===== src/rtl/lvt_pkg.sv =====
package lvt_pkg;

   localparam int DIST_W       = 20;
   localparam int ID_W         = 6;
   localparam int GAP_W        = DIST_W + 3;
   localparam int MAX_CARS     = 64;
   localparam int POS_BITS_DEF = 24;
   localparam int CSR_IDX_W    = 2;

   localparam logic [DIST_W-1:0] THRESHOLD_RESET = DIST_W'(800);
   localparam logic [DIST_W-1:0] LENGTH_RESET    = DIST_W'(48000);
   localparam logic [ID_W-1:0]   OWN_ID_RESET    = '0;

   typedef enum logic [CSR_IDX_W-1:0] {
      CSR_DIST_THRESHOLD = 2'd0,
      CSR_TRACK_LENGTH   = 2'd1,
      CSR_OWN_CAR_ID     = 2'd2
   } csr_index_type;

   typedef struct packed {
      logic [DIST_W-1:0] dist_threshold;
      logic [DIST_W-1:0] track_length;
      logic [ID_W-1:0]   own_car_id;
   } lvt_cfg_type;

   // scored record handed from the scoring stage to the tracker
   typedef struct packed {
      logic            valid;
      logic            last;
      logic            in_range;
      logic            gap_ok;
      logic            cand;
      logic [ID_W-1:0] id;
   } lvt_ctl_type;

endpackage


===== src/rtl/lead_vehicle_tracker_core.sv =====
// A frame's result is registered after its last record passes the input register, the
// scored register (distance/square stage) and the tracker update into the result register.
// Throughput: one car record per cycle; the tracker update is a single registered step.
// A waiting result holds a frame-end record in the tracker stage; the input backs up behind it.
// Reset: synchronous, active high; clears leader and frame state, loads register defaults.
module lead_vehicle_tracker_core #(
   parameter  int POS_BITS = lvt_pkg::POS_BITS_DEF,
   localparam int REQ_BITS = 2 * lvt_pkg::DIST_W + lvt_pkg::ID_W + 4 * POS_BITS,
   localparam int REQ_W    = ((REQ_BITS + 7) / 8) * 8,
   localparam int RSP_BITS = 3 + lvt_pkg::ID_W + 4 * POS_BITS,
   localparam int RSP_W    = ((RSP_BITS + 7) / 8) * 8
) (
   input  logic                          clock,
   input  logic                          reset,
   input  logic                          req_tvalid,
   output logic                          req_tready,
   // own_track_dist, own_x, own_y, car_id, car_track_dist, car_x, car_y
   input  logic [REQ_W-1:0]              req_tdata,
   // last_of_frame
   input  logic                          req_tlast,
   output logic                          rsp_tvalid,
   input  logic                          rsp_tready,
   // following, leader_id, lead_x, lead_y, prev_lead_x, prev_lead_y,
   // speed_tracked, lost_leader
   output logic [RSP_W-1:0]              rsp_tdata,
   input  logic                          csr_we,
   input  logic [lvt_pkg::CSR_IDX_W-1:0] csr_index,
   input  logic [lvt_pkg::DIST_W-1:0]    csr_wdata
);
   import lvt_pkg::*;

   localparam int OFF_OWN_X  = DIST_W;
   localparam int OFF_OWN_Y  = OFF_OWN_X + POS_BITS;
   localparam int OFF_ID     = OFF_OWN_Y + POS_BITS;
   localparam int OFF_CAR_D  = OFF_ID + ID_W;
   localparam int OFF_CAR_X  = OFF_CAR_D + DIST_W;
   localparam int OFF_CAR_Y  = OFF_CAR_X + POS_BITS;

   lvt_cfg_type                cfg;
   lvt_ctl_type                ctl;
   logic                       take;
   logic [DIST_W-1:0]          own_track_dist, car_track_dist;
   logic signed [POS_BITS-1:0] own_x, own_y, car_x, car_y;
   logic [ID_W-1:0]            car_id;
   logic signed [POS_BITS-1:0] cx, cy;
   logic [2*POS_BITS-1:0]      sq_x, sq_y;
   logic                       following, speed_tracked, lost_leader;
   logic [ID_W-1:0]            leader_id;
   logic signed [POS_BITS-1:0] lead_x, lead_y, prev_lead_x, prev_lead_y;

   assign own_track_dist = req_tdata[DIST_W-1:0];
   assign own_x          = req_tdata[OFF_OWN_X +: POS_BITS];
   assign own_y          = req_tdata[OFF_OWN_Y +: POS_BITS];
   assign car_id         = req_tdata[OFF_ID +: ID_W];
   assign car_track_dist = req_tdata[OFF_CAR_D +: DIST_W];
   assign car_x          = req_tdata[OFF_CAR_X +: POS_BITS];
   assign car_y          = req_tdata[OFF_CAR_Y +: POS_BITS];

   lvt_csr u_csr (
      .clock     (clock),
      .reset     (reset),
      .csr_we    (csr_we),
      .csr_index (csr_index),
      .csr_wdata (csr_wdata),
      .cfg       (cfg)
   );

   lvt_score #(.POS_BITS(POS_BITS)) u_score (
      .clock          (clock),
      .reset          (reset),
      .cfg            (cfg),
      .req_valid      (req_tvalid),
      .req_ready      (req_tready),
      .own_track_dist (own_track_dist),
      .own_x          (own_x),
      .own_y          (own_y),
      .car_id         (car_id),
      .car_track_dist (car_track_dist),
      .car_x          (car_x),
      .car_y          (car_y),
      .last_of_frame  (req_tlast),
      .take           (take),
      .ctl            (ctl),
      .cx             (cx),
      .cy             (cy),
      .sq_x           (sq_x),
      .sq_y           (sq_y)
   );

   lvt_track #(.POS_BITS(POS_BITS)) u_track (
      .clock         (clock),
      .reset         (reset),
      .ctl           (ctl),
      .cx            (cx),
      .cy            (cy),
      .sq_x          (sq_x),
      .sq_y          (sq_y),
      .take          (take),
      .rsp_valid     (rsp_tvalid),
      .rsp_ready     (rsp_tready),
      .following     (following),
      .leader_id     (leader_id),
      .lead_x        (lead_x),
      .lead_y        (lead_y),
      .prev_lead_x   (prev_lead_x),
      .prev_lead_y   (prev_lead_y),
      .speed_tracked (speed_tracked),
      .lost_leader   (lost_leader)
   );

   assign rsp_tdata = RSP_W'({lost_leader, speed_tracked, prev_lead_y, prev_lead_x,
                              lead_y, lead_x, leader_id, following});

endmodule


===== src/rtl/lvt_csr.sv =====
module lvt_csr (
   input  logic                                clock,
   input  logic                                reset,
   input  logic                                csr_we,
   input  logic [lvt_pkg::CSR_IDX_W-1:0]       csr_index,
   input  logic [lvt_pkg::DIST_W-1:0]          csr_wdata,
   output lvt_pkg::lvt_cfg_type                cfg
);
   import lvt_pkg::*;

   lvt_cfg_type cfg_ff, cfg_in;

   always_comb begin
      cfg_in = cfg_ff;
      if (csr_we) begin
         unique case (csr_index)
            CSR_DIST_THRESHOLD: cfg_in.dist_threshold = csr_wdata;
            CSR_TRACK_LENGTH:   cfg_in.track_length   = csr_wdata;
            CSR_OWN_CAR_ID:     cfg_in.own_car_id     = csr_wdata[ID_W-1:0];
            default:            cfg_in = cfg_ff;
         endcase
      end
   end

   always_ff @(posedge clock) begin
      if (reset) begin
         cfg_ff.dist_threshold <= THRESHOLD_RESET;
         cfg_ff.track_length   <= LENGTH_RESET;
         cfg_ff.own_car_id     <= OWN_ID_RESET;
      end else begin
         cfg_ff <= cfg_in;
      end
   end

   assign cfg = cfg_ff;

endmodule


===== src/rtl/lvt_score.sv =====
module lvt_score #(
   parameter int POS_BITS = lvt_pkg::POS_BITS_DEF
) (
   input  logic                              clock,
   input  logic                              reset,
   input  lvt_pkg::lvt_cfg_type              cfg,
   input  logic                              req_valid,
   output logic                              req_ready,
   input  logic [lvt_pkg::DIST_W-1:0]        own_track_dist,
   input  logic signed [POS_BITS-1:0]        own_x,
   input  logic signed [POS_BITS-1:0]        own_y,
   input  logic [lvt_pkg::ID_W-1:0]          car_id,
   input  logic [lvt_pkg::DIST_W-1:0]        car_track_dist,
   input  logic signed [POS_BITS-1:0]        car_x,
   input  logic signed [POS_BITS-1:0]        car_y,
   input  logic                              last_of_frame,
   input  logic                              take,
   output lvt_pkg::lvt_ctl_type              ctl,
   output logic signed [POS_BITS-1:0]        cx,
   output logic signed [POS_BITS-1:0]        cy,
   output logic [2*POS_BITS-1:0]             sq_x,
   output logic [2*POS_BITS-1:0]             sq_y
);
   import lvt_pkg::*;

   // input register
   logic                       s1_valid_ff, s1_valid_in;
   logic [DIST_W-1:0]          s1_own_d_ff, s1_car_d_ff;
   logic signed [POS_BITS-1:0] s1_own_x_ff, s1_own_y_ff, s1_car_x_ff, s1_car_y_ff;
   logic [ID_W-1:0]            s1_id_ff;
   logic                       s1_last_ff;

   // scored register
   lvt_ctl_type                s2_ctl_ff, s2_ctl_in;
   logic signed [POS_BITS-1:0] s2_cx_ff, s2_cy_ff;
   logic [2*POS_BITS-1:0]      s2_sqx_ff, s2_sqy_ff, s2_sqx_in, s2_sqy_in;

   logic                       ld2;
   logic                       req_xfer;
   logic signed [GAP_W-1:0]    own_d_s, car_d_s, thr_s, len_s, lim_s, gap_s;
   logic                       wrap, gap_ok, in_range;
   logic signed [POS_BITS:0]   dxs, dys;
   logic [POS_BITS:0]          dx_mag, dy_mag;
   logic [POS_BITS-1:0]        dx, dy;

   assign ld2       = s1_valid_ff && (!s2_ctl_ff.valid || take);
   assign req_ready = !s1_valid_ff || ld2;
   assign req_xfer  = req_valid && req_ready;

   always_comb begin
      s1_valid_in = s1_valid_ff;
      if (req_xfer) begin
         s1_valid_in = 1'b1;
      end else if (ld2) begin
         s1_valid_in = 1'b0;
      end
   end

   // along-track gap, wrapped by one lap near the start line
   always_comb begin
      own_d_s = signed'({{(GAP_W-DIST_W){1'b0}}, s1_own_d_ff});
      car_d_s = signed'({{(GAP_W-DIST_W){1'b0}}, s1_car_d_ff});
      thr_s   = signed'({{(GAP_W-DIST_W){1'b0}}, cfg.dist_threshold});
      len_s   = signed'({{(GAP_W-DIST_W){1'b0}}, cfg.track_length});
      lim_s   = len_s - thr_s;
      wrap    = (s1_car_d_ff < cfg.dist_threshold) && (own_d_s > lim_s);
      gap_s   = wrap ? (car_d_s + len_s - own_d_s) : (car_d_s - own_d_s);
      gap_ok  = (gap_s > 0) && (gap_s <= thr_s);
   end

   assign in_range = (int'(s1_id_ff) < MAX_CARS);

   always_comb begin
      dxs    = {s1_car_x_ff[POS_BITS-1], s1_car_x_ff} - {s1_own_x_ff[POS_BITS-1], s1_own_x_ff};
      dys    = {s1_car_y_ff[POS_BITS-1], s1_car_y_ff} - {s1_own_y_ff[POS_BITS-1], s1_own_y_ff};
      dx_mag = dxs[POS_BITS] ? unsigned'(-dxs) : unsigned'(dxs);
      dy_mag = dys[POS_BITS] ? unsigned'(-dys) : unsigned'(dys);
      dx     = dx_mag[POS_BITS-1:0];
      dy     = dy_mag[POS_BITS-1:0];
      s2_sqx_in = dx * dx;
      s2_sqy_in = dy * dy;
   end

   always_comb begin
      s2_ctl_in = s2_ctl_ff;
      if (ld2) begin
         s2_ctl_in.valid    = 1'b1;
         s2_ctl_in.last     = s1_last_ff;
         s2_ctl_in.in_range = in_range;
         s2_ctl_in.gap_ok   = gap_ok;
         s2_ctl_in.cand     = in_range && gap_ok && (s1_id_ff != cfg.own_car_id);
         s2_ctl_in.id       = s1_id_ff;
      end else if (take) begin
         s2_ctl_in.valid    = 1'b0;
      end
   end

   always_ff @(posedge clock) begin
      if (reset) begin
         s1_valid_ff <= 1'b0;
         s2_ctl_ff   <= '0;
      end else begin
         s1_valid_ff <= s1_valid_in;
         s2_ctl_ff   <= s2_ctl_in;
      end
   end

   always_ff @(posedge clock) begin
      if (req_xfer) begin
         s1_own_d_ff <= own_track_dist;
         s1_own_x_ff <= own_x;
         s1_own_y_ff <= own_y;
         s1_id_ff    <= car_id;
         s1_car_d_ff <= car_track_dist;
         s1_car_x_ff <= car_x;
         s1_car_y_ff <= car_y;
         s1_last_ff  <= last_of_frame;
      end
      if (ld2) begin
         s2_cx_ff  <= s1_car_x_ff;
         s2_cy_ff  <= s1_car_y_ff;
         s2_sqx_ff <= s2_sqx_in;
         s2_sqy_ff <= s2_sqy_in;
      end
   end

   assign ctl  = s2_ctl_ff;
   assign cx   = s2_cx_ff;
   assign cy   = s2_cy_ff;
   assign sq_x = s2_sqx_ff;
   assign sq_y = s2_sqy_ff;

endmodule


===== src/rtl/lvt_track.sv =====
module lvt_track #(
   parameter int POS_BITS = lvt_pkg::POS_BITS_DEF
) (
   input  logic                              clock,
   input  logic                              reset,
   input  lvt_pkg::lvt_ctl_type              ctl,
   input  logic signed [POS_BITS-1:0]        cx,
   input  logic signed [POS_BITS-1:0]        cy,
   input  logic [2*POS_BITS-1:0]             sq_x,
   input  logic [2*POS_BITS-1:0]             sq_y,
   output logic                              take,
   output logic                              rsp_valid,
   input  logic                              rsp_ready,
   output logic                              following,
   output logic [lvt_pkg::ID_W-1:0]          leader_id,
   output logic signed [POS_BITS-1:0]        lead_x,
   output logic signed [POS_BITS-1:0]        lead_y,
   output logic signed [POS_BITS-1:0]        prev_lead_x,
   output logic signed [POS_BITS-1:0]        prev_lead_y,
   output logic                              speed_tracked,
   output logic                              lost_leader
);
   import lvt_pkg::*;

   localparam int SUM_W = 2 * POS_BITS + 1;
   localparam int QW    = (SUM_W > 64) ? 64 : SUM_W;

   // leader state
   logic                       following_ff, following_in;
   logic [ID_W-1:0]            leader_ff, leader_in;
   logic signed [POS_BITS-1:0] cur_x_ff, cur_y_ff, old_x_ff, old_y_ff;
   logic signed [POS_BITS-1:0] cur_x_in, cur_y_in, old_x_in, old_y_in;
   logic                       tracked_ff, tracked_in;

   // per-frame state
   logic                       fl_ok_ff, fl_ok_in;
   logic signed [POS_BITS-1:0] fl_x_ff, fl_y_ff, fl_x_in, fl_y_in;
   logic                       best_found_ff, best_found_in;
   logic [ID_W-1:0]            best_id_ff, best_id_in;
   logic [QW-1:0]              best_sq_ff, best_sq_in;
   logic signed [POS_BITS-1:0] best_x_ff, best_y_ff, best_x_in, best_y_in;

   // result register
   logic                       rsp_valid_ff, rsp_valid_in;
   logic                       o_follow_ff, o_follow_in, o_tracked_ff, o_tracked_in;
   logic                       o_lost_ff, o_lost_in;
   logic [ID_W-1:0]            o_id_ff, o_id_in;
   logic signed [POS_BITS-1:0] o_x_ff, o_y_ff, o_px_ff, o_py_ff;
   logic signed [POS_BITS-1:0] o_x_in, o_y_in, o_px_in, o_py_in;

   logic [SUM_W-1:0]           sq_sum;
   logic [QW-1:0]              sq_val;
   logic                       out_free, lead_hit, upd_best;
   logic                       fl_ok_upd, best_found_upd;
   logic signed [POS_BITS-1:0] fl_x_upd, fl_y_upd, best_x_upd, best_y_upd;
   logic [ID_W-1:0]            best_id_upd;
   logic [QW-1:0]              best_sq_upd;

   assign sq_sum = {1'b0, sq_x} + {1'b0, sq_y};

   generate
      if (SUM_W > QW) begin : g_sat
         assign sq_val = (|sq_sum[SUM_W-1:QW]) ? '1 : sq_sum[QW-1:0];
      end else begin : g_nosat
         assign sq_val = sq_sum;
      end
   endgenerate

   assign out_free = !rsp_valid_ff || rsp_ready;
   assign take     = ctl.valid && (!ctl.last || out_free);
   assign lead_hit = ctl.in_range && following_ff && (ctl.id == leader_ff);
   assign upd_best = ctl.cand && (!best_found_ff || (sq_val < best_sq_ff));

   always_comb begin
      // frame state including the record in hand
      fl_ok_upd      = lead_hit ? ctl.gap_ok : fl_ok_ff;
      fl_x_upd       = lead_hit ? cx : fl_x_ff;
      fl_y_upd       = lead_hit ? cy : fl_y_ff;
      best_found_upd = best_found_ff || upd_best;
      best_id_upd    = upd_best ? ctl.id : best_id_ff;
      best_sq_upd    = upd_best ? sq_val : best_sq_ff;
      best_x_upd     = upd_best ? cx : best_x_ff;
      best_y_upd     = upd_best ? cy : best_y_ff;

      following_in  = following_ff;
      leader_in     = leader_ff;
      cur_x_in      = cur_x_ff;
      cur_y_in      = cur_y_ff;
      old_x_in      = old_x_ff;
      old_y_in      = old_y_ff;
      tracked_in    = tracked_ff;
      fl_ok_in      = fl_ok_ff;
      fl_x_in       = fl_x_ff;
      fl_y_in       = fl_y_ff;
      best_found_in = best_found_ff;
      best_id_in    = best_id_ff;
      best_sq_in    = best_sq_ff;
      best_x_in     = best_x_ff;
      best_y_in     = best_y_ff;
      o_lost_in     = o_lost_ff;
      rsp_valid_in  = rsp_valid_ff && !rsp_ready;

      if (take) begin
         if (!ctl.last) begin
            fl_ok_in      = fl_ok_upd;
            fl_x_in       = fl_x_upd;
            fl_y_in       = fl_y_upd;
            best_found_in = best_found_upd;
            best_id_in    = best_id_upd;
            best_sq_in    = best_sq_upd;
            best_x_in     = best_x_upd;
            best_y_in     = best_y_upd;
         end else begin
            if (following_ff && fl_ok_upd) begin
               // keep the leader, shift current to previous
               old_x_in   = cur_x_ff;
               old_y_in   = cur_y_ff;
               cur_x_in   = fl_x_upd;
               cur_y_in   = fl_y_upd;
               tracked_in = 1'b1;
               o_lost_in  = 1'b0;
            end else begin
               // drop the leader and take the nearest candidate, if any
               o_lost_in     = following_ff;
               following_in  = best_found_upd;
               leader_in     = best_found_upd ? best_id_upd : '0;
               cur_x_in      = best_found_upd ? best_x_upd : '0;
               cur_y_in      = best_found_upd ? best_y_upd : '0;
               old_x_in      = '0;
               old_y_in      = '0;
               tracked_in    = 1'b0;
            end
            fl_ok_in      = 1'b0;
            fl_x_in       = '0;
            fl_y_in       = '0;
            best_found_in = 1'b0;
            best_id_in    = '0;
            best_sq_in    = '1;
            best_x_in     = '0;
            best_y_in     = '0;
            rsp_valid_in  = 1'b1;
         end
      end

      o_follow_in  = following_in;
      o_id_in      = leader_in;
      o_x_in       = cur_x_in;
      o_y_in       = cur_y_in;
      o_px_in      = old_x_in;
      o_py_in      = old_y_in;
      o_tracked_in = tracked_in;
   end

   always_ff @(posedge clock) begin
      if (reset) begin
         following_ff  <= 1'b0;
         leader_ff     <= '0;
         cur_x_ff      <= '0;
         cur_y_ff      <= '0;
         old_x_ff      <= '0;
         old_y_ff      <= '0;
         tracked_ff    <= 1'b0;
         fl_ok_ff      <= 1'b0;
         fl_x_ff       <= '0;
         fl_y_ff       <= '0;
         best_found_ff <= 1'b0;
         best_id_ff    <= '0;
         best_sq_ff    <= '1;
         best_x_ff     <= '0;
         best_y_ff     <= '0;
         rsp_valid_ff  <= 1'b0;
      end else begin
         following_ff  <= following_in;
         leader_ff     <= leader_in;
         cur_x_ff      <= cur_x_in;
         cur_y_ff      <= cur_y_in;
         old_x_ff      <= old_x_in;
         old_y_ff      <= old_y_in;
         tracked_ff    <= tracked_in;
         fl_ok_ff      <= fl_ok_in;
         fl_x_ff       <= fl_x_in;
         fl_y_ff       <= fl_y_in;
         best_found_ff <= best_found_in;
         best_id_ff    <= best_id_in;
         best_sq_ff    <= best_sq_in;
         best_x_ff     <= best_x_in;
         best_y_ff     <= best_y_in;
         rsp_valid_ff  <= rsp_valid_in;
      end
   end

   // result payload, loaded on the frame-end transfer only
   always_ff @(posedge clock) begin
      if (take && ctl.last) begin
         o_follow_ff  <= o_follow_in;
         o_id_ff      <= o_id_in;
         o_x_ff       <= o_x_in;
         o_y_ff       <= o_y_in;
         o_px_ff      <= o_px_in;
         o_py_ff      <= o_py_in;
         o_tracked_ff <= o_tracked_in;
         o_lost_ff    <= o_lost_in;
      end
   end

   assign rsp_valid     = rsp_valid_ff;
   assign following     = o_follow_ff;
   assign leader_id     = o_id_ff;
   assign lead_x        = o_x_ff;
   assign lead_y        = o_y_ff;
   assign prev_lead_x   = o_px_ff;
   assign prev_lead_y   = o_py_ff;
   assign speed_tracked = o_tracked_ff;
   assign lost_leader   = o_lost_ff;

endmodule

===== config.mk =====
export PLATFORM = sky130hd
export DESIGN_NAME = lead_vehicle_tracker_core
export DESIGN_NICKNAME = d
export VERILOG_FILES = /design/src/rtl/lvt_pkg.sv /design/src/rtl/lead_vehicle_tracker_core.sv /design/src/rtl/lvt_csr.sv /design/src/rtl/lvt_score.sv /design/src/rtl/lvt_track.sv
export SDC_FILE = /design/constraint.sdc
export NUM_CORES = 2
export LEC_CHECK = 0
export BUFFER_PORTS_ARGS = -buffer_cell sky130_fd_sc_hd__buf_2
export CELL_PAD_IN_SITES_DETAIL_PLACEMENT = 0
export CELL_PAD_IN_SITES_GLOBAL_PLACEMENT = 1
export CORE_UTILIZATION = 50
export CTS_CLUSTER_SIZE = 16
export DETAILED_ROUTE_END_ITERATION = 8
export PLACE_DENSITY = 0.82
export SYNTH_ARGS = -nofsm -noshare
export SYNTH_HDL_FRONTEND = slang
export SYNTH_SLANG_ARGS = --single-unit

===== constraint.sdc =====
create_clock -name clock -period 15.2 [get_ports clock]
set_clock_uncertainty 0.05 [all_clocks]
set_input_delay 3.04 -clock clock [delete_from_list [all_inputs] [get_ports clock]]
set_output_delay 3.04 -clock clock [all_outputs]
set_load 0.05 [all_outputs]

==> results.sh <==
export IMPL_hp_start="u_csr.cfg[39]$_SDFFE_PP0P_"
export IMPL_antenna_left=0
export IMPL_grt_pass1_vias=50800
export IMPL_cts_root_buf="clkbuf_16"
export IMPL_start_util=0.5066
export IMPL_cts_tree="yes"
export IMPL_grt_usage=0.2584
export IMPL_worstHoldEndpoint="u_csr.cfg[39]$_SDFFE_PP0P_"
export IMPL_synth_edf_count=390
export IMPL_wl_mm=174.9
export IMPL_vias=49860
export IMPL_fin_ws_ns=2.499
export IMPL_via_per_inst=5.482
export IMPL_grt_pass1_wl_mm=278.2
export IMPL_synthFlopType="edfxtp_1"
export IMPL_fillers=11950
export IMPL_worstSkewPairLatency_ns=0.70
export IMPL_coreArea_um2=134100
export IMPL_synth_area_um2=67960
export IMPL_postSynth_asyncResetShare=0
export IMPL_grt_max_degree=154
export IMPL_post_cts_resized=0
export IMPL_max_slew_margin=0.1879
export IMPL_cts_sinks=706
export IMPL_ioPinCount=286
export IMPL_rsz0062_at_grt="no"
export IMPL_die_y_um=370.7
export IMPL_design_area_um2=74010
export IMPL_cap_violations=0
export IMPL_area_growth_pct=8.908
export IMPL_die_x_um=370.7
export IMPL_hold_depth=2
export IMPL_clk_pin_slew_ns=0.06
export IMPL_crit_top_cell="fa_1"
export IMPL_seq_area_frac_synth=0.2654
export IMPL_rr_endpoint="u_score.sq_x[46]$_DFFE_PP_"
export IMPL_hold_class="reg2reg"
export IMPL_regToRegSetupSlack_ns=2.50
export IMPL_hold_viol_final=0
export IMPL_tightest_slew_ns=1.203
export IMPL_max_clock_freq_mhz=78.74
export IMPL_cp_arrival_ns=13.06
export IMPL_avgSynthCellArea_um2=9.593
export IMPL_wl_per_cell_um=19.23
export IMPL_synth_top_area_share=0.2507
export IMPL_cp_required_ns=15.56
export IMPL_synth_cell_type_count=88
export IMPL_synth_seq_cells=706
export IMPL_crit_fanout=19
export IMPL_floorplan_rows=134
export IMPL_synthesis_instances=7084
export IMPL_clockBufferDepth=3
export IMPL_drive_gt1_frac=0.07590
export IMPL_synth_top_area_cell="fa_1"
export IMPL_end_kind="flip-flop"
export IMPL_drc=0
export IMPL_portBuffers=276
export IMPL_final_setup_tns_ns=0
export IMPL_nets=8905
export IMPL_synth_area_top_cells="fa_1 (25%), edfxtp_1 (17%), ha_1 (11%)"
export IMPL_cts_setup_buffers=0
export IMPL_drtIter0Drc=3550
export IMPL_htree_num_levels=3
export IMPL_cts_buffers=77
export IMPL_fin_crit_sh=0.8356
export IMPL_slew_viol_final=0
export IMPL_ctsHoldBuffers=0
export IMPL_critPathKind="reg2reg"
export IMPL_slowest_stage="xor2_2"
export IMPL_place_area_um2=71410
export IMPL_overflow=0
export IMPL_drt_pass1_iter_count=6
export IMPL_cp_start_kind="flip-flop"
export IMPL_setup_violations=0
export IMPL_r2r_cells=42
export IMPL_status="finished, final reports clean"
export IMPL_ys_warnings_count=0
export IMPL_place_congestion=0.9119
export IMPL_max_stage_delay_ns=0.80
export IMPL_place_ws_ns=2.720
export IMPL_dieArea_um2=137400
export IMPL_antenna_found_initial=2
export IMPL_placed_cells=8949
export IMPL_r2r_start="u_score.s1_car_x_ff[0]$_DFFE_PP_"
export IMPL_stdcell_count=9095
export IMPL_period_needed_ns=12.70
export IMPL_hpwl_mm=132.5
-- cell type report --
type	count	area (um2)	area share
diodes	2	5.005	0.00006762
clock buffers	99	2112	0.02854
clock inverters	45	476.7	0.006441
inverters	1267	4763	0.06436
multi-input cells	4862	44480	0.6010
flip-flops and latches	706	18040	0.2438
well taps	1768	2212	0.02989
repair buffers	346	1917	0.02590
-- worst max-delay path: cells and delay by family (launching register included) --
family,cells,cell delay [ns]
flip-flops,1,0.49
XOR/XNOR,2,0.87
buffers and inverters,7,0.99
adder cells (fa/ha/maj),10,4.29
AND/OR/NAND/NOR,6,1.13
AO/OA/AOI/OAI,17,4.59
-- cell families after synthesis --
logic type | Yosys count | share of synthesized area
mux | 82 | 0.01232
flops | 706 | 0.2654
xor+xnor | 282 | 0.03693
simple gates | 1741 | 0.1136
compound gates | 1277 | 0.1216
fa+ha+maj | 1473 | 0.3652
buf+inv | 1522 | 0.08486
other cells | 1 | 0.00005518
-- flip-flops by register name (all words and copies together), names as in the netlist, 46 cells and up --
name,flops
u_score.sq_x,47
u_csr.cfg,46
u_score.sq_y,47
u_track.best_sq_ff,49
-- layout by cell type, fill, tap and decap left out, drive strengths merged, types with 54 or more instances in the layout --
master	count
inv	1268
fa	851
nor2	658
ha	622
nand2	588
a21oi	467
edfxtp	390
buf	346
dfxtp	316
o21ai	191
xnor2	175
nor2b	147
a21o	136
xor2	106
clkbuf	99
nor3	73
nand2b	72
mux2i	69
o21bai	61
a22oi	54
-- worst max path at each step --
stage | end | start
2_1_floorplan | u_score.s1_car_d_ff[0]$_DFFE_PP_ | rsp_tready
3_3_place_gp | u_score.sq_x[46]$_DFFE_PP_ | u_score.s1_car_x_ff[0]$_DFFE_PP_
3_5_place_dp | u_score.sq_x[46]$_DFFE_PP_ | u_score.s1_car_x_ff[0]$_DFFE_PP_
4_1_cts | u_score.sq_x[46]$_DFFE_PP_ | u_score.s1_car_x_ff[0]$_DFFE_PP_
5_1_grt | u_score.sq_x[46]$_DFFE_PP_ | u_score.s1_car_x_ff[0]$_DFFE_PP_
6_report | u_score.sq_x[46]$_DFFE_PP_ | u_score.s1_car_x_ff[0]$_DFFE_PP_
-- cell usage after synthesis (24+ instances only) --
master	n
inv_1	1261
fa_1	851
nor2_1	658
ha_1	622
nand2_1	588
a21oi_1	467
edfxtp_1	390
dfxtp_1	316
clkbuf_1	213
o21ai_0	187
xnor2_1	173
nor2b_1	147
a21o_1	136
xor2_1	106
nor3_1	73
nand2b_1	72
mux2i_1	69
o21bai_1	61
a22oi_1	54
a22o_1	50
o21a_1	50
a2bb2oi_1	47
nand3_1	43
nand4_1	34
a211oi_1	28
buf_1	26
and3_1	24
-- routing by layer --
| metal | GRT usage | routed length (um) |
|---|---|---|
| met4 | 0.07202 | 4481 |
| met5 | 0 | 0 |
| met2 | 0.4265 | 82860 |
| met1 | 0.3553 | 76700 |
| met3 | 0.03515 | 10860 |
-- through the flow --
| stage | utilization | hold WS [ns] |
|---|---|---|
| 6_report | 0.5518 | 0.4054 |
| 5_1_grt | 0.5518 | 0.4300 |
| 4_1_cts | 0.5517 | 0.4074 |
| 3_5_place_dp | 0.5324 | 0.3972 |
| 3_3_place_gp | 0.5324 | 0.3944 |
| 2_1_floorplan | - | 0.3764 |
Power is left out: the tool's default activity adds up to more than one toggle a clock period on the data nets, which glitch-free logic cannot reach.
